$ cat config.mk
export PLATFORM = sky130hd
export DESIGN_NAME = utf8_to_utf16_stream_decoder
export DESIGN_NICKNAME = d
export VERILOG_FILES = /design/src/rtl/u2u_pkg.sv /design/src/rtl/u2u_decode.sv /design/src/rtl/u2u_out_buf.sv /design/src/rtl/utf8_to_utf16_stream_decoder.sv
export VERILOG_INCLUDE_DIRS = /design/src /design/src/rtl
export SDC_FILE = /design/constraint.sdc
export NUM_CORES = 1
export LEC_CHECK = 0
export CAP_MARGIN = 20
export CORE_MARGIN = 2
export CORE_UTILIZATION = 45
export CTS_BUF_LIST = sky130_fd_sc_hd__clkbuf_8
export DETAILED_ROUTE_END_ITERATION = 12
export DONT_BUFFER_PORTS = 1
export GPL_ROUTABILITY_DRIVEN = 0
export PLACE_DENSITY = 0.63
export SYNTH_ARGS = -nofsm -noshare
export SYNTH_HDL_FRONTEND = slang
export SYNTH_SLANG_ARGS = --single-unit
$ cat constraint.sdc
create_clock -name clk -period 2.6 [get_ports clk]
set_clock_uncertainty 0.05 [all_clocks]
set_input_delay 0 -clock clk [delete_from_list [all_inputs] [get_ports clk]]
set_output_delay 0 -clock clk [all_outputs]
set_load 0.05 [all_outputs]
$ cat src/rtl/assert_macros.svh
// Assertion helpers for the decoder RTL.
`ifndef ASSERT_MACROS_SVH
`define ASSERT_MACROS_SVH

// Same-cycle implication, masked during reset.
`define U2U_ASSERT_IMP(lbl, ante, cons, msg) \
  lbl: assert property (@(posedge clk) disable iff (!rst_n) (ante) |-> (cons)) \
    else $error(msg);

// Next-cycle implication, masked during reset.
`define U2U_ASSERT_NXT(lbl, ante, cons, msg) \
  lbl: assert property (@(posedge clk) disable iff (!rst_n) (ante) |=> (cons)) \
    else $error(msg);

`endif

$ cat src/rtl/u2u_pkg.sv
// ----------------------------------------------------------------------------
// u2u_pkg
// Shared types and constants for the UTF-8 to UTF-16 decoder.
// ----------------------------------------------------------------------------
`timescale 1ns / 1ps
`default_nettype none

package u2u_pkg;

  localparam int unsigned ByteW   = 8;
  localparam int unsigned UnitW   = 16;
  localparam int unsigned StatusW = 2;
  localparam int unsigned PendW   = 2;

  localparam logic [StatusW-1:0] ST_OK       = 2'd0;
  localparam logic [StatusW-1:0] ST_BAD_LEAD = 2'd1;
  localparam logic [StatusW-1:0] ST_TRUNC    = 2'd2;

  typedef struct packed {
    logic [UnitW-1:0]   code_unit;
    logic [StatusW-1:0] status;
    logic               final_unit;
  } u2u_result_t;

endpackage

`default_nettype wire

$ cat src/rtl/u2u_decode.sv
// ----------------------------------------------------------------------------
// u2u_decode
// Per-byte decode: sequence state registers and the result it yields.
// ----------------------------------------------------------------------------
`timescale 1ns / 1ps
`default_nettype none

module u2u_decode
  import u2u_pkg::*;
(
  input  wire logic              clk,
  input  wire logic              rst_n,
  input  wire logic              step,
  input  wire logic [ByteW-1:0]  byte_in,
  input  wire logic              last_in,
  output logic                   res_valid,
  output u2u_result_t            res
);

  logic [PendW-1:0] pending_r, pending_nxt;
  logic [UnitW-1:0] partial_r, partial_nxt;
  logic [UnitW-1:0] cont_bits;
  logic [UnitW-1:0] merged;
  logic             has_res;

  always_comb begin
    cont_bits = {{(UnitW-6){1'b0}}, byte_in[5:0]};
    case (pending_r)
      2'd1:    merged = partial_r | cont_bits;
      2'd2:    merged = partial_r | (cont_bits << 6);
      default: merged = partial_r | (cont_bits << 12);
    endcase
  end

  always_comb begin
    pending_nxt    = pending_r;
    partial_nxt    = partial_r;
    has_res        = 1'b0;
    res.code_unit  = '0;
    res.status     = ST_OK;
    res.final_unit = last_in;
    if (pending_r != '0) begin
      pending_nxt = pending_r - 2'd1;
      partial_nxt = merged;
      if (pending_r == 2'd1) begin
        partial_nxt   = '0;
        has_res       = 1'b1;
        res.code_unit = merged;
      end
    end else if (!byte_in[7] || byte_in[7:6] == 2'b10) begin
      has_res       = 1'b1;
      res.code_unit = {{(UnitW-ByteW){1'b0}}, byte_in};
    end else if (byte_in[7:4] == 4'b1110) begin
      pending_nxt = 2'd2;
      partial_nxt = {byte_in[3:0], 12'd0};
    end else if (byte_in[7:5] == 3'b110) begin
      pending_nxt = 2'd1;
      partial_nxt = {5'd0, byte_in[4:0], 6'd0};
    end else begin
      pending_nxt = '0;
      partial_nxt = '0;
      has_res     = 1'b1;
      res.status  = ST_BAD_LEAD;
    end
    if (!has_res && last_in) begin
      pending_nxt = '0;
      partial_nxt = '0;
      has_res     = 1'b1;
      res.status  = ST_TRUNC;
    end
  end

  assign res_valid = step && has_res;

  always_ff @(posedge clk) begin
    if (!rst_n) begin
      pending_r <= '0;
      partial_r <= '0;
    end else if (step) begin
      pending_r <= pending_nxt;
      partial_r <= partial_nxt;
    end
  end

endmodule

`default_nettype wire

$ cat src/rtl/u2u_out_buf.sv
// ----------------------------------------------------------------------------
// u2u_out_buf
// Result register with a skid stage; full flag needs no path from tready.
// ----------------------------------------------------------------------------
`timescale 1ns / 1ps
`default_nettype none

module u2u_out_buf
  import u2u_pkg::*;
(
  input  wire logic         clk,
  input  wire logic         rst_n,
  input  wire logic         push,
  input  wire u2u_result_t  push_data,
  output logic              full,
  output logic              out_valid,
  input  wire logic         out_ready,
  output u2u_result_t       out_data
);

  logic        main_valid_r, main_valid_nxt;
  logic        skid_valid_r, skid_valid_nxt;
  u2u_result_t main_r, main_nxt;
  u2u_result_t skid_r, skid_nxt;

  always_comb begin
    main_valid_nxt = main_valid_r;
    skid_valid_nxt = skid_valid_r;
    main_nxt       = main_r;
    skid_nxt       = skid_r;
    if (!main_valid_r || out_ready) begin
      if (skid_valid_r) begin
        main_valid_nxt = 1'b1;
        main_nxt       = skid_r;
        skid_valid_nxt = push;
        skid_nxt       = push_data;
      end else begin
        main_valid_nxt = push;
        main_nxt       = push_data;
      end
    end else if (push) begin
      skid_valid_nxt = 1'b1;
      skid_nxt       = push_data;
    end
  end

  always_ff @(posedge clk) begin
    if (!rst_n) begin
      main_valid_r <= 1'b0;
      skid_valid_r <= 1'b0;
    end else begin
      main_valid_r <= main_valid_nxt;
      skid_valid_r <= skid_valid_nxt;
    end
  end

  always_ff @(posedge clk) begin
    main_r <= main_nxt;
    skid_r <= skid_nxt;
  end

  assign full      = skid_valid_r;
  assign out_valid = main_valid_r;
  assign out_data  = main_r;

endmodule

`default_nettype wire

$ cat src/rtl/utf8_to_utf16_stream_decoder.sv
// ----------------------------------------------------------------------------
// utf8_to_utf16_stream_decoder
// UTF-8 byte stream in, 16-bit code units out (2- and 3-byte sequences).
// ----------------------------------------------------------------------------
// Input channel: one byte per item on in_tdata, in_tlast on the final byte
// of a string. Output channel: a code unit on out_tdata, status on out_tuser
// (ok, unsupported lead, truncated at end), out_tlast when it closes the
// string. Lead bytes and mid-sequence continuation bytes give no item; a
// completed character or an error gives one.
// Path: accepting a byte loads it into the input register; the decoded
// result of the last byte of a character then goes into the result register,
// or into the skid slot when the receiver stalls.
// Throughput: one byte per cycle while the skid slot is empty, set by the single decode stage.
// Reset clears the sequence state and the valid flags of the input register and both result slots.
// When the receiver stalls, the result register holds and one more result
// goes into the skid slot; the input register still takes one more byte,
// after which in_tready falls until the skid slot drains.
// ----------------------------------------------------------------------------
`timescale 1ns / 1ps
`default_nettype none
`include "assert_macros.svh"

module utf8_to_utf16_stream_decoder
  import u2u_pkg::*;
(
  input  wire logic               clk,
  input  wire logic               rst_n,
  input  wire logic               in_tvalid,
  output logic                    in_tready,
  input  wire logic [ByteW-1:0]   in_tdata,   // [7:0] in_byte
  input  wire logic               in_tlast,   // end_of_string
  output logic                    out_tvalid,
  input  wire logic               out_tready,
  output logic [UnitW-1:0]        out_tdata,  // [15:0] code_unit
  output logic [StatusW-1:0]      out_tuser,  // [1:0] status
  output logic                    out_tlast   // final_unit
);

  logic             s1_valid_r, s1_valid_nxt;
  logic [ByteW-1:0] s1_byte_r;
  logic             s1_last_r;
  logic             in_accept;
  logic             advance;
  logic             buf_full;
  logic             res_valid;
  u2u_result_t      res;
  u2u_result_t      out_res;

  assign in_tready = !s1_valid_r || !buf_full;
  assign in_accept = in_tvalid && in_tready;
  assign advance   = s1_valid_r && !buf_full;

  always_comb begin
    s1_valid_nxt = s1_valid_r;
    if (in_accept) begin
      s1_valid_nxt = 1'b1;
    end else if (advance) begin
      s1_valid_nxt = 1'b0;
    end
  end

  always_ff @(posedge clk) begin
    if (!rst_n) begin
      s1_valid_r <= 1'b0;
    end else begin
      s1_valid_r <= s1_valid_nxt;
    end
  end

  always_ff @(posedge clk) begin
    if (in_accept) begin
      s1_byte_r <= in_tdata;
      s1_last_r <= in_tlast;
    end
  end

  u2u_decode u_decode (
    .clk       (clk),
    .rst_n     (rst_n),
    .step      (advance),
    .byte_in   (s1_byte_r),
    .last_in   (s1_last_r),
    .res_valid (res_valid),
    .res       (res)
  );

  u2u_out_buf u_out_buf (
    .clk       (clk),
    .rst_n     (rst_n),
    .push      (res_valid),
    .push_data (res),
    .full      (buf_full),
    .out_valid (out_tvalid),
    .out_ready (out_tready),
    .out_data  (out_res)
  );

  assign out_tdata = out_res.code_unit;
  assign out_tuser = out_res.status;
  assign out_tlast = out_res.final_unit;

  `U2U_ASSERT_IMP(a_err_zero, out_tvalid && out_tuser != ST_OK, out_tdata == '0,
                  "error item with nonzero code unit")
  `U2U_ASSERT_IMP(a_trunc_last, out_tvalid && out_tuser == ST_TRUNC, out_tlast,
                  "truncation item not final")
  `U2U_ASSERT_IMP(a_skid_main, buf_full, out_tvalid,
                  "skid slot full with result register empty")
  `U2U_ASSERT_NXT(a_full_hold, buf_full, out_tvalid,
                  "result lost after skid slot filled")

endmodule

`default_nettype wire
# Word level (Yosys, flattened, before mapping)
# Cells that the tools add are included.
# word_totals
ff_bits	68
inputBits	13
# classes
add_sub_neg	1
eq_ne	7
n_mux	36
bitwise	3
reduce_logical	17
# op_table
operator	count
16-bit 2-to-1 mux	7
19-bit 2-to-1 mux	4
16-bit case mux with 2 select lines	1
2-bit 2-to-1 mux	8
16-bit by 12-bit OR with 16-bit output	1
16-bit OR	1
16-bit by 6-bit OR with 16-bit output	1
1-bit 2-to-1 mux	14
11-bit 2-to-1 mux	1
8-bit 2-to-1 mux	1
2-bit nonzero test	3
1-bit logical NOT	5
2-bit equality test (second input constant)	2
4-bit equality test (second input constant)	1
1-bit logical AND	4
2-bit AND reduction	2
3-bit equality test (second input constant)	1
1-bit logical OR	3
3-bit by 2-bit != test with 1-bit output (second input constant)	1
2-bit by 1-bit equality test with 1-bit output (second input constant)	1
2-bit by 1-bit != test with 1-bit output (second input constant)	1
2-bit by 1-bit subtractor with 2-bit output (second input constant)	1

# Depth between registers and ports, before layout
# Gate-level depths: netlist of the first run.
# logic_depth
word_depth	11
depth_mapped	7
mapped_depth_nobuf	6

# Cells and area by module
# From an unflattened synthesis of the first run, not the netlist that was laid out.
# unflattened
hier_cells	204
area_unflattened_um2	2846.5
# by_module_without_submodules
mod	instances	cells_per_inst	area_per_inst_um2	seq_area_each_um2
u2u_out_buf	1	68	1468.9	1181.1
u2u_decode	1	121	1057.3	360.3
utf8_to_utf16_stream_decoder	1	15	320.3	290.3

# Least setup slack after synthesis of the first run
# OpenSTA, ideal clock, no wires.
# synth_timing
path_kind	flip-flop to flip-flop
start	reg u_out_buf.main_valid_r, in the netlist u_out_buf.out_valid
end	reg u_out_buf.skid_r[0] (netlist name), enable pin
t_arrival_ps	1919
t_required_ps	2175
setup_slack_ps	256
path_stages_with_launch	4
n_path_buf	0
synth_period_minus_slack_ps	2344
cell_sequence	dfxtp_1 -> nand2b_1 -> nor3b_1 -> a21o_1
# synth_via
elab_chain_cells	4
elab_cells_between_ends	5
cone_classes	eq/ne: 1; reduce/logical: 4
# synth_rtl
element	line	source
start: declaration	u2u_out_buf.sv:21	logic main_valid_r, main_valid_nxt;
start signal: assignment	u2u_out_buf.sv:52	main_valid_r <= main_valid_nxt;
1-bit logical NOT (*)	u2u_out_buf.sv:31	if (!main_valid_r || out_ready) begin
1-bit logical OR (*)	u2u_out_buf.sv:31	
2-bit by 1-bit != test with 1-bit output (no line) / 2-bit nonzero test (equally long branches)	-	
2-bit AND reduction (no line) (*)	-	
end signal: assignment	u2u_out_buf.sv:59	skid_r <= skid_nxt;
end: declaration	u2u_out_buf.sv:24	u2u_result_t skid_r, skid_nxt;
# Mark *: on every way between the ends. The rest lies on a longest branch, timed or not.
# A chain may end at the register's enable or synchronous reset.

# Worst setup path in the final report of the first run
# layout_timing
start	reg u_decode.pending_r[0]
end	reg u_out_buf.skid_r[17] (netlist name), enable pin
# layout_via
elab_chain_cells	9
elab_cells_between_ends	10
cone_classes	eq/ne: 1; mux: 3; reduce/logical: 6
# layout_rtl
element	line	source
start: declaration	u2u_decode.sv:20	logic [PendW-1:0] pending_r, pending_nxt;
start signal: assignment	u2u_decode.sv:80	pending_r <= pending_nxt;
2-bit by 1-bit equality test with 1-bit output	u2u_decode.sv:45	if (pending_r == 2'd1) begin
1-bit 2-to-1 mux	u2u_decode.sv:45	
1-bit 2-to-1 mux (*)	u2u_decode.sv:42	if (pending_r != '0) begin
1-bit logical NOT	u2u_decode.sv:65	if (!has_res && last_in) begin
1-bit logical AND	u2u_decode.sv:65	
1-bit 2-to-1 mux (*)	u2u_decode.sv:65	
1-bit logical AND (*)	u2u_decode.sv:73	assign res_valid = step && has_res;
2-bit nonzero test (no line) (*)	-	
2-bit AND reduction (no line) (*)	-	
# Marked as above.

==> results of run 1 <==
[repair_timing]
item                                   in CTS  in global routing
endpoints found under the hold margin      23                  0
buffers inserted                            0                  0
hold buffers                               11                  0
[routing by layer]
metal	global-route usage, %	up-vias	wire length, um
met1	21.49	835	2471
li1	-	841	-
met5	0	-	0
met4	6.706	0	78
met2	23.09	59	2356
met3	4.771	7	302
[worst min-delay path by stage]
stage | end | slack [ns] | cells past startpoint
after floorplan | s1_byte_r[0] | 0.05 | 0
after detailed placement | s1_byte_r[3] | 0.05 | 0
after global placement | s1_byte_r[3] | 0.05 | 0
after global routing | u_decode.partial_r[15] | 0.006 | 2
after CTS | u_decode.partial_r[12] | 0.0005 | 2
final | u_decode.partial_r[14] | 0.01 | 2
[cell type report]
| cell class | instances | area (um2) |
|---|---|---|
| clock buffer | 11 | 151.4 |
| clock inverter | 5 | 58.81 |
| fill | 516 | 2736 |
| inverter | 7 | 26.28 |
| multi-input combinational | 125 | 909.6 |
| sequential | 68 | 1832 |
| tap | 75 | 93.84 |
| timing repair buffer | 19 | 182.7 |
[registers in the layout (all words and copies together), names as in the netlist]
name / count
u_out_buf.out_data: 19
s1_byte_r: 8
u_out_buf.skid_r: 19
s1_valid_r: 1
u_out_buf.out_valid: 1
u_decode.pending_r: 2
s1_last_r: 1
u_decode.partial_r: 16
u_out_buf.full: 1
[cells by family after synthesis]
group                    after synthesis  synth area share (%)
AND/OR/NAND/NOR                       54                 10.62
adder cells (fa/ha/maj)                4                 1.771
multiplexers                          13                 5.179
flip-flops                            68                 64.81
buffers and inverters                 19                 3.010
AO/OA/AOI/OAI                         54                 14.61
[where the power goes]
group	switching, mW	internal, mW
Sequential	0.0961	1.19
Clock	0.414	0.497
Combinational	0.0552	0.0468
Total	0.565	1.74
[per-stage QoR]
stage	power (mW)	cells
5_1_grt	2.377	310
2_1_floorplan	1.376	212
3_3_place_gp	1.403	283
6_report	2.303	310
4_1_cts	2.318	310
3_5_place_dp	1.403	283
[Yosys cell counts, drive strengths merged (2+ instances only)]
cell type	number
a21boi	4
a21o	4
a21oi	3
a22o	13
a22oi	3
a31oi	5
a32o	2
and2	12
and3	3
buf	8
clkbuf	4
dfxtp	21
edfxtp	47
ha	4
inv	7
mux2	13
nand2	13
nand2b	3
nand3	2
nand4	2
nor2	8
nor2b	4
nor3	2
nor3b	2
o21ai	7
o2bb2ai	2
o31ai	5
[worst max-delay path: cells and delay by family (launching register included)]
family,cells,cell delay [ns]
DFF,1,0.34
and+or+nand+nor,2,0.40
AOI/OAI and AO/OA,2,0.47
buffers and inverters,2,0.27
adders and majority gates,1,0.46
==> impl_metrics.toml, run 1 <==
[run_status]
status = "finished, final reports clean"

[drt]
drc = 0
first_pass_iters = 4
drt_iter0_markers = 136
vias = 1742
wirelength_um = 5208
ant_nets = 0
avgViaCountPerCell = 5.619
wl_per_cell_um = 16.80

[synthesis]
synth_edf_count = 47
synthFlopType = "edfxtp_1"
synth_top_area_share_pct = 49.93
synth_cell_types = 41
syn_inst = 212
async_reset_ff_share_pct = 0
synthTopCellsByArea = "edfxtp_1, dfxtp_1, mux2_2"
synth-seq-cells = 68
syn-num-nets = 229
ys_warn_count = 0
seq_area_frac_synth_pct = 64.81
synth_top_cell_by_area = "edfxtp_1"
netlist_area_mm2 = 0.002826
synth.avg_cell_area_um2 = 13.33

[clock_network]
htree_levels = 3
clkTransAtPathRegs_ns = 0.08
cts-root-buf = "clkbuf_8"
cts.sinks = 68
clk_path_buf_depth = 2
cts_tree = "yes"
clkLatencyLatePin_ns = 0.34
cts-buffers-inserted = 9
cts_resized = 0

[critical_path]
cp-startpoint = "u_decode.pending_r[0]"
r2r-start = "u_decode.pending_r[0]"
crit_fanout = 19
cp_cell_sequence = "inv_1 -> ha_1 -> nor3_1 -> a211oi_1 -> nor3b_1 -> a21o_1 -> buf_12"
worstSetupEndpointType = "flop"
critPathLaunchType = "flop"
crit_end = "u_out_buf.skid_r[17]"
r2r_end = "u_out_buf.skid_r[17]"
worstPathRequired_ns = 2.61
worstRegToRegCells = 7
cp.arrival_ns = 2.30
crit_path_max_incr_delay_ns = 0.46
crit_type = "flop to flop"
cp_slowest_cell = "ha_1"
r2r_slack_ns = 0.31

[floorplanning]
row_count = 28
io_pins = 34
dieHeight_um = 83.25
die_area_mm2 = 0.006931
die_w_um = 83.25
core_mm2 = 0.005991
initial_core_util_pct = 47.18

[final_layout]
mostFrequentLayoutCells = "edfxtp_1, dfxtp_1, nand2_1, mux2_2, a22o_1"
drive_above_1_share_pct = 17.02
antennaDiodeCount = 0
area_delta_synth_final_pct = 15.14
layout_commonest_cell = "edfxtp_1"
finish.utilization_pct = 54.32
fin_nets = 247
fin_area_mm2 = 0.003254

[sta]
finalSetupTns_ns = 0
period_minus_slack_ns = 2.292
worst_pin_slew_ns = 0.4934
fmax_ghz = 0.4363
slew_headroom_pct = 66.89
hold_viol = 0
final_max_slew_viol_count = 0
grt_setup_unrepaired = "false"
hold_slack_ns = 0.01371
setup_ws_ns = 0.3081
setup_viol = 0
fin_crit_sh_pct = 88.15

[pwr]
power.density_mw_per_mm2 = 707.8
ir_worst_vdd_v = 0.0004202
power.leakage_nw = 1.231

[global_route]
grt_pass1_wl_um = 8452
grt_remaining_overflow = 0
antenna_found_initial = 0
grt_pass1_vias = 1660
grt_max_degree = 21
track_usage_pct = 15.68

[job]
max-cap-violations = 0

[placed_design]
placed_cell_area_mm2 = 0.002934
dpl.hpwl_um = 3574
port_buffers = 0
place_ws_ns = 0.3739

[hold_path]
worstHoldStart = "rst_n"
hold_path.class = "input port to flop"
(Power assumes the default switching activity.)
==> run 2: changes to the inputs <==
RECOVER_POWER = 50   (was unset)
==> run 2 against run 1 <==
Power fell by 0.18%. Clock power is essentially flat. Cell count unchanged. Setup slack better by 0.0096 ns. Core utilization decreased by 0.31 points. Routed wire length rose by 0.13%. First-iteration DRC count down 0.74%. Clock-buffer cell count unchanged. Sequential power barely moved. Cell area decreased by 0.58%. Critical endpoint unchanged.
==> impl_metrics.toml, run 2 (synthesis results as in run 1) <==
[critical_path]
cp.arrival_ns = 2.29
r2r-start = "u_decode.pending_r[0]"
crit_fanout = 19
worstPathRequired_ns = 2.60
r2r_end = "u_out_buf.skid_r[17]"
r2r_slack_ns = 0.32
critPathLaunchType = "flop"
worstSetupEndpointType = "flop"
worstRegToRegCells = 7
crit_type = "flop to flop"

[floorplanning]
io_pins = 34
die_area_mm2 = 0.006931
dieHeight_um = 83.25
core_mm2 = 0.005991
row_count = 28
die_w_um = 83.25
initial_core_util_pct = 47.18

[final_layout]
mostFrequentLayoutCells = "edfxtp_1, dfxtp_1, nand2_1, mux2_2, a22o_1"
layout_commonest_cell = "edfxtp_1"
fin_nets = 247
area_delta_synth_final_pct = 14.48
antennaDiodeCount = 0
finish.utilization_pct = 54.01
drive_above_1_share_pct = 14.89

[clock_network]
cts-root-buf = "clkbuf_8"
htree_levels = 3
clk_path_buf_depth = 2
cts-buffers-inserted = 9
post_cts_buffers = 0
cts_tree = "yes"
clkTransAtPathRegs_ns = 0.08
clkLatencyLatePin_ns = 0.34
cts.sinks = 68

[sta]
worst_pin_slew_ns = 1.031
final_max_slew_viol_count = 0
setup_viol = 0
fmax_ghz = 0.4382
fin_crit_sh_pct = 87.78
grt_setup_unrepaired = "false"
slew_headroom_pct = 31.30
period_minus_slack_ns = 2.282
hold_viol = 0
finalSetupTns_ns = 0

[global_route]
grt_pass1_wl_um = 8452
grt_max_degree = 21
grt_remaining_overflow = 0
track_usage_pct = 15.68
antenna_found_initial = 0
grt_pass1_vias = 1660

[pwr]
combPwrFrac_pct = 4.4
swShare_pct = 24.46
ir_worst_vdd_v = 0.0004202
power.switching_uw = 562.4
internal-power_mw = 1.737
power.density_mw_per_mm2 = 710.6
power.leakage_nw = 1.213
p_seq_share_pct = 56.1
clock_power_share_pct = 39.5

[drt]
drt_iter0_markers = 135
wl_per_cell_um = 16.82
ant_nets = 0
wirelength_um = 5215
first_pass_iters = 4
drc = 0
vias = 1745
avgViaCountPerCell = 5.629

[hold_path]
min_delay_path_depth = 2
hold_path.class = "input port to flop"
holdPathEnd = "u_decode.partial_r[14]"
worstHoldStart = "rst_n"

[run_status]
status = "finished, final reports clean"

[job]
max-cap-violations = 0

[placed_design]
dpl.hpwl_um = 3574
port_buffers = 0
[run 2: per-stage QoR]
step	setup slack, ns	total power [mW]	hold slack [ns]	instances	area (um2)
2_1_floorplan	0.2563	1.376	0.04887	212	2826
3_5_place_dp	0.3739	1.403	0.04892	283	2934
6_report	0.3177	2.299	0.01496	310	3236
3_3_place_gp	0.4379	1.403	0.04892	283	2934
5_1_grt	0.1518	2.375	0.005791	310	3236
4_1_cts	0.3480	2.318	0.0004847	310	3254
[run 2: worst max path at each step]
stage | startpoint | endpoint | slack (ns) | cells after the start
after floorplan | u_out_buf.out_valid | u_out_buf.skid_r[0] | 0.26 | 3
after global placement | u_decode.pending_r[0] | u_out_buf.skid_r[6] | 0.44 | 7
after detailed placement | u_decode.pending_r[0] | u_out_buf.skid_r[18] | 0.37 | 7
final | u_decode.pending_r[0] | u_out_buf.skid_r[17] | 0.32 | 7
after CTS | u_decode.pending_r[0] | u_out_buf.skid_r[17] | 0.35 | 7
after global routing | u_decode.pending_r[0] | u_out_buf.skid_r[1] | 0.15 | 7
[run 2: per-layer routing]
metal / track usage, % / wire length, um / vias to the layer above
met5: 0 / 0 / -
met2: 23.09 / 2403 / 56
met3: 4.771 / 260 / 6
met4: 6.706 / 76 / 0
met1: 21.49 / 2475 / 843
li1: - / - / 840
[run 2: cell type report]
class | instances | area [um2]
clock inverters | 5 | 58.81
flip-flops and latches | 68 | 1832
fillers | 519 | 2755
clock buffers | 11 | 151.4
well taps | 75 | 93.84
repair buffers | 19 | 163.9
inverters | 7 | 26.28
multi-input cells | 125 | 909.6
[run 2: what timing repair did]
action | in CTS | in global routing
hold buffers | 11 | 0
gates resized for setup | 0 | 0
hold endpoints to repair | 23 | 0
[run 2: power groups by stage]
stage	sequential, mW	clock (mW)	combinational, mW
floorplan	1.31	0	0.0677
global placement	1.32	0	0.0876
detailed placement	1.32	0	0.0879
CTS	1.29	0.925	0.103
global route	1.29	0.970	0.111
finish	1.29	0.908	0.101
[run 2: critical path, cell delays in order (launching register included)]
cell and delay (ns):
dfxtp_1 0.34, inv_1 0.10, ha_1 0.45, nor3_1 0.17
a211oi_1 0.32, nor3b_1 0.24, a21o_1 0.15, buf_12 0.17
==> run 3: changes to the inputs <==
clock period = 2.3 ns   (was 2.6 ns; I/O delays follow)
==> run 3 against run 2 <==
Core utilization rose by 0.17 points. Die area did not move. Clock-buffer cell count fell by 2. Critical path depth did not move. Flip-flop and latch count did not move. Sequential power rose by 13%. Routed wire length rose by 1.5%. Critical path type unchanged. Highest routed layer unchanged.
==> impl_metrics.toml, run 3 (synthesis results as in run 1) <==
[critical_path]
cp.arrival_ns = 2.15
r2r-start = "u_decode.pending_r[0]"
worstSetupEndpointType = "flop"
r2r_slack_ns = 0.20
worstPathRequired_ns = 2.35
worstRegToRegCells = 7
crit_fanout = 19
r2r_end = "u_out_buf.skid_r[16]"
crit_type = "flop to flop"
critPathLaunchType = "flop"

[pwr]
power.leakage_nw = 1.223
power.density_mw_per_mm2 = 765.7
ir_worst_vdd_v = 0.0004347

[global_route]
antenna_found_initial = 0
grt_pass1_wl_um = 8783
track_usage_pct = 16.49
grt_max_degree = 29
grt_pass1_vias = 1716
grt_remaining_overflow = 0

[drt]
vias = 1771
ant_nets = 0
first_pass_iters = 4
drc = 0
wl_per_cell_um = 16.85
avgViaCountPerCell = 5.640
drt_iter0_markers = 111
wirelength_um = 5292

[final_layout]
mostFrequentLayoutCells = "edfxtp_1, dfxtp_1, nand2_1, mux2_2, a22o_1"
area_delta_synth_final_pct = 14.83
fin_nets = 251
fin_area_mm2 = 0.003246
layout_commonest_cell = "edfxtp_1"
final_cells = 314
antennaDiodeCount = 0
drive_above_1_share_pct = 15.06

[run_status]
status = "finished, final reports clean"

[clock_network]
cts_tree = "yes"
cts-buffers-inserted = 9
clk_path_buf_depth = 2
cts-root-buf = "clkbuf_8"
clkTransAtPathRegs_ns = 0.07
htree_levels = 3
cts.sinks = 68
post_cts_buffers = 0
clkLatencyLatePin_ns = 0.34

[floorplanning]
io_pins = 34
dieHeight_um = 83.25
die_w_um = 83.25
row_count = 28
core_mm2 = 0.005991
initial_core_util_pct = 47.18
die_area_mm2 = 0.006931

[sta]
setup_viol = 0
slew_headroom_pct = 30.16
setup_ws_ns = 0.2008
fin_crit_sh_pct = 91.27
period_minus_slack_ns = 2.099
worst_pin_slew_ns = 1.048
hold_viol = 0
grt_setup_unrepaired = "false"
final_max_slew_viol_count = 0
hold_slack_ns = 0.02112
finalSetupTns_ns = 0
fmax_ghz = 0.4764

[placed_design]
place_ws_ns = 0.2243
dp.cells = 286
port_buffers = 0
dpl.hpwl_um = 3523
placed_cell_area_mm2 = 0.002959

[hold_path]
holdPathEnd = "u_decode.partial_r[14]"
min_delay_path_depth = 2
hold_path.class = "input port to flop"
worstHoldStart = "rst_n"

[job]
max-cap-violations = 0
-- run 3: cell count changes in the layout (fill, tap and decap cells not counted), sizes merged --
cell / before / now
buf: 3 / 5
clkbuf: 16 / 15
clkinv: 1 / 5
clkinvlp: 2 / 0
dlygate4sd3: 11 / 12
-- run 3: timing repair --
item / in CTS / in global routing
endpoints found under the setup margin: 0 / 14
hold endpoints to repair: 23 / 0
hold buffers: 12 / 0
resized for setup: 0 / 1
-- run 3: worst max path at each step --
stage / from / endpoint / slack [ns] / cells past startpoint
finish: u_decode.pending_r[0] / u_out_buf.skid_r[16] / 0.20 / 7
global route: u_decode.pending_r[0] / u_out_buf.skid_r[3] / 0.07 / 7
CTS: u_decode.pending_r[0] / u_out_buf.skid_r[3] / 0.22 / 7
detailed placement: u_decode.pending_r[0] / u_out_buf.out_data[10] / 0.22 / 6
global placement: u_decode.pending_r[0] / u_out_buf.skid_r[3] / 0.25 / 7
floorplan: u_decode.pending_r[0] / u_out_buf.skid_r[0] / 0.15 / 6
-- run 3: metal layers --
layer | global-route usage (%) | part of all wire (%)
met5 | 0 | 0
met4 | 7.004 | 0.87
met3 | 6.759 | 5.3
met2 | 23.46 | 47
met1 | 22.20 | 47
-- run 3: metrics by stage --
stage               utilization (%)  power [mW]
finish                        54.18       2.485
global route                  54.18       2.591
CTS                           54.45       2.517
detailed placement            49.39       1.590
global placement              49.39       1.588
floorplan                         -       1.556
-- run 3: layout make-up --
cell class | count | area (um2)
fillers | 489 | 2745
repair buffers | 23 | 193.9
multi-input cells | 125 | 917.1
flip-flops and latches | 68 | 1832
inverters | 7 | 26.28
clock buffers | 9 | 123.9
well taps | 75 | 93.84
clock inverters | 7 | 58.81
-- run 3: worst max-delay path: stages (launching register included) --
cell and delay (ns):
dfxtp_1 0.37, inv_1 0.09, ha_1 0.28, nor3_1 0.44, a211oi_2 0.10, nor3b_1 0.16, a21o_1 0.21, buf_12 0.16
-- run 3: power by group --
| group | internal (mW) | switching (mW) | total (mW) |
|---|---|---|---|
| Clock | 0.485 | 0.420 | 0.906 |
| Sequential | 1.35 | 0.106 | 1.46 |
| Combinational | 0.0549 | 0.0672 | 0.122 |
| Total | 1.89 | 0.594 | 2.49 |
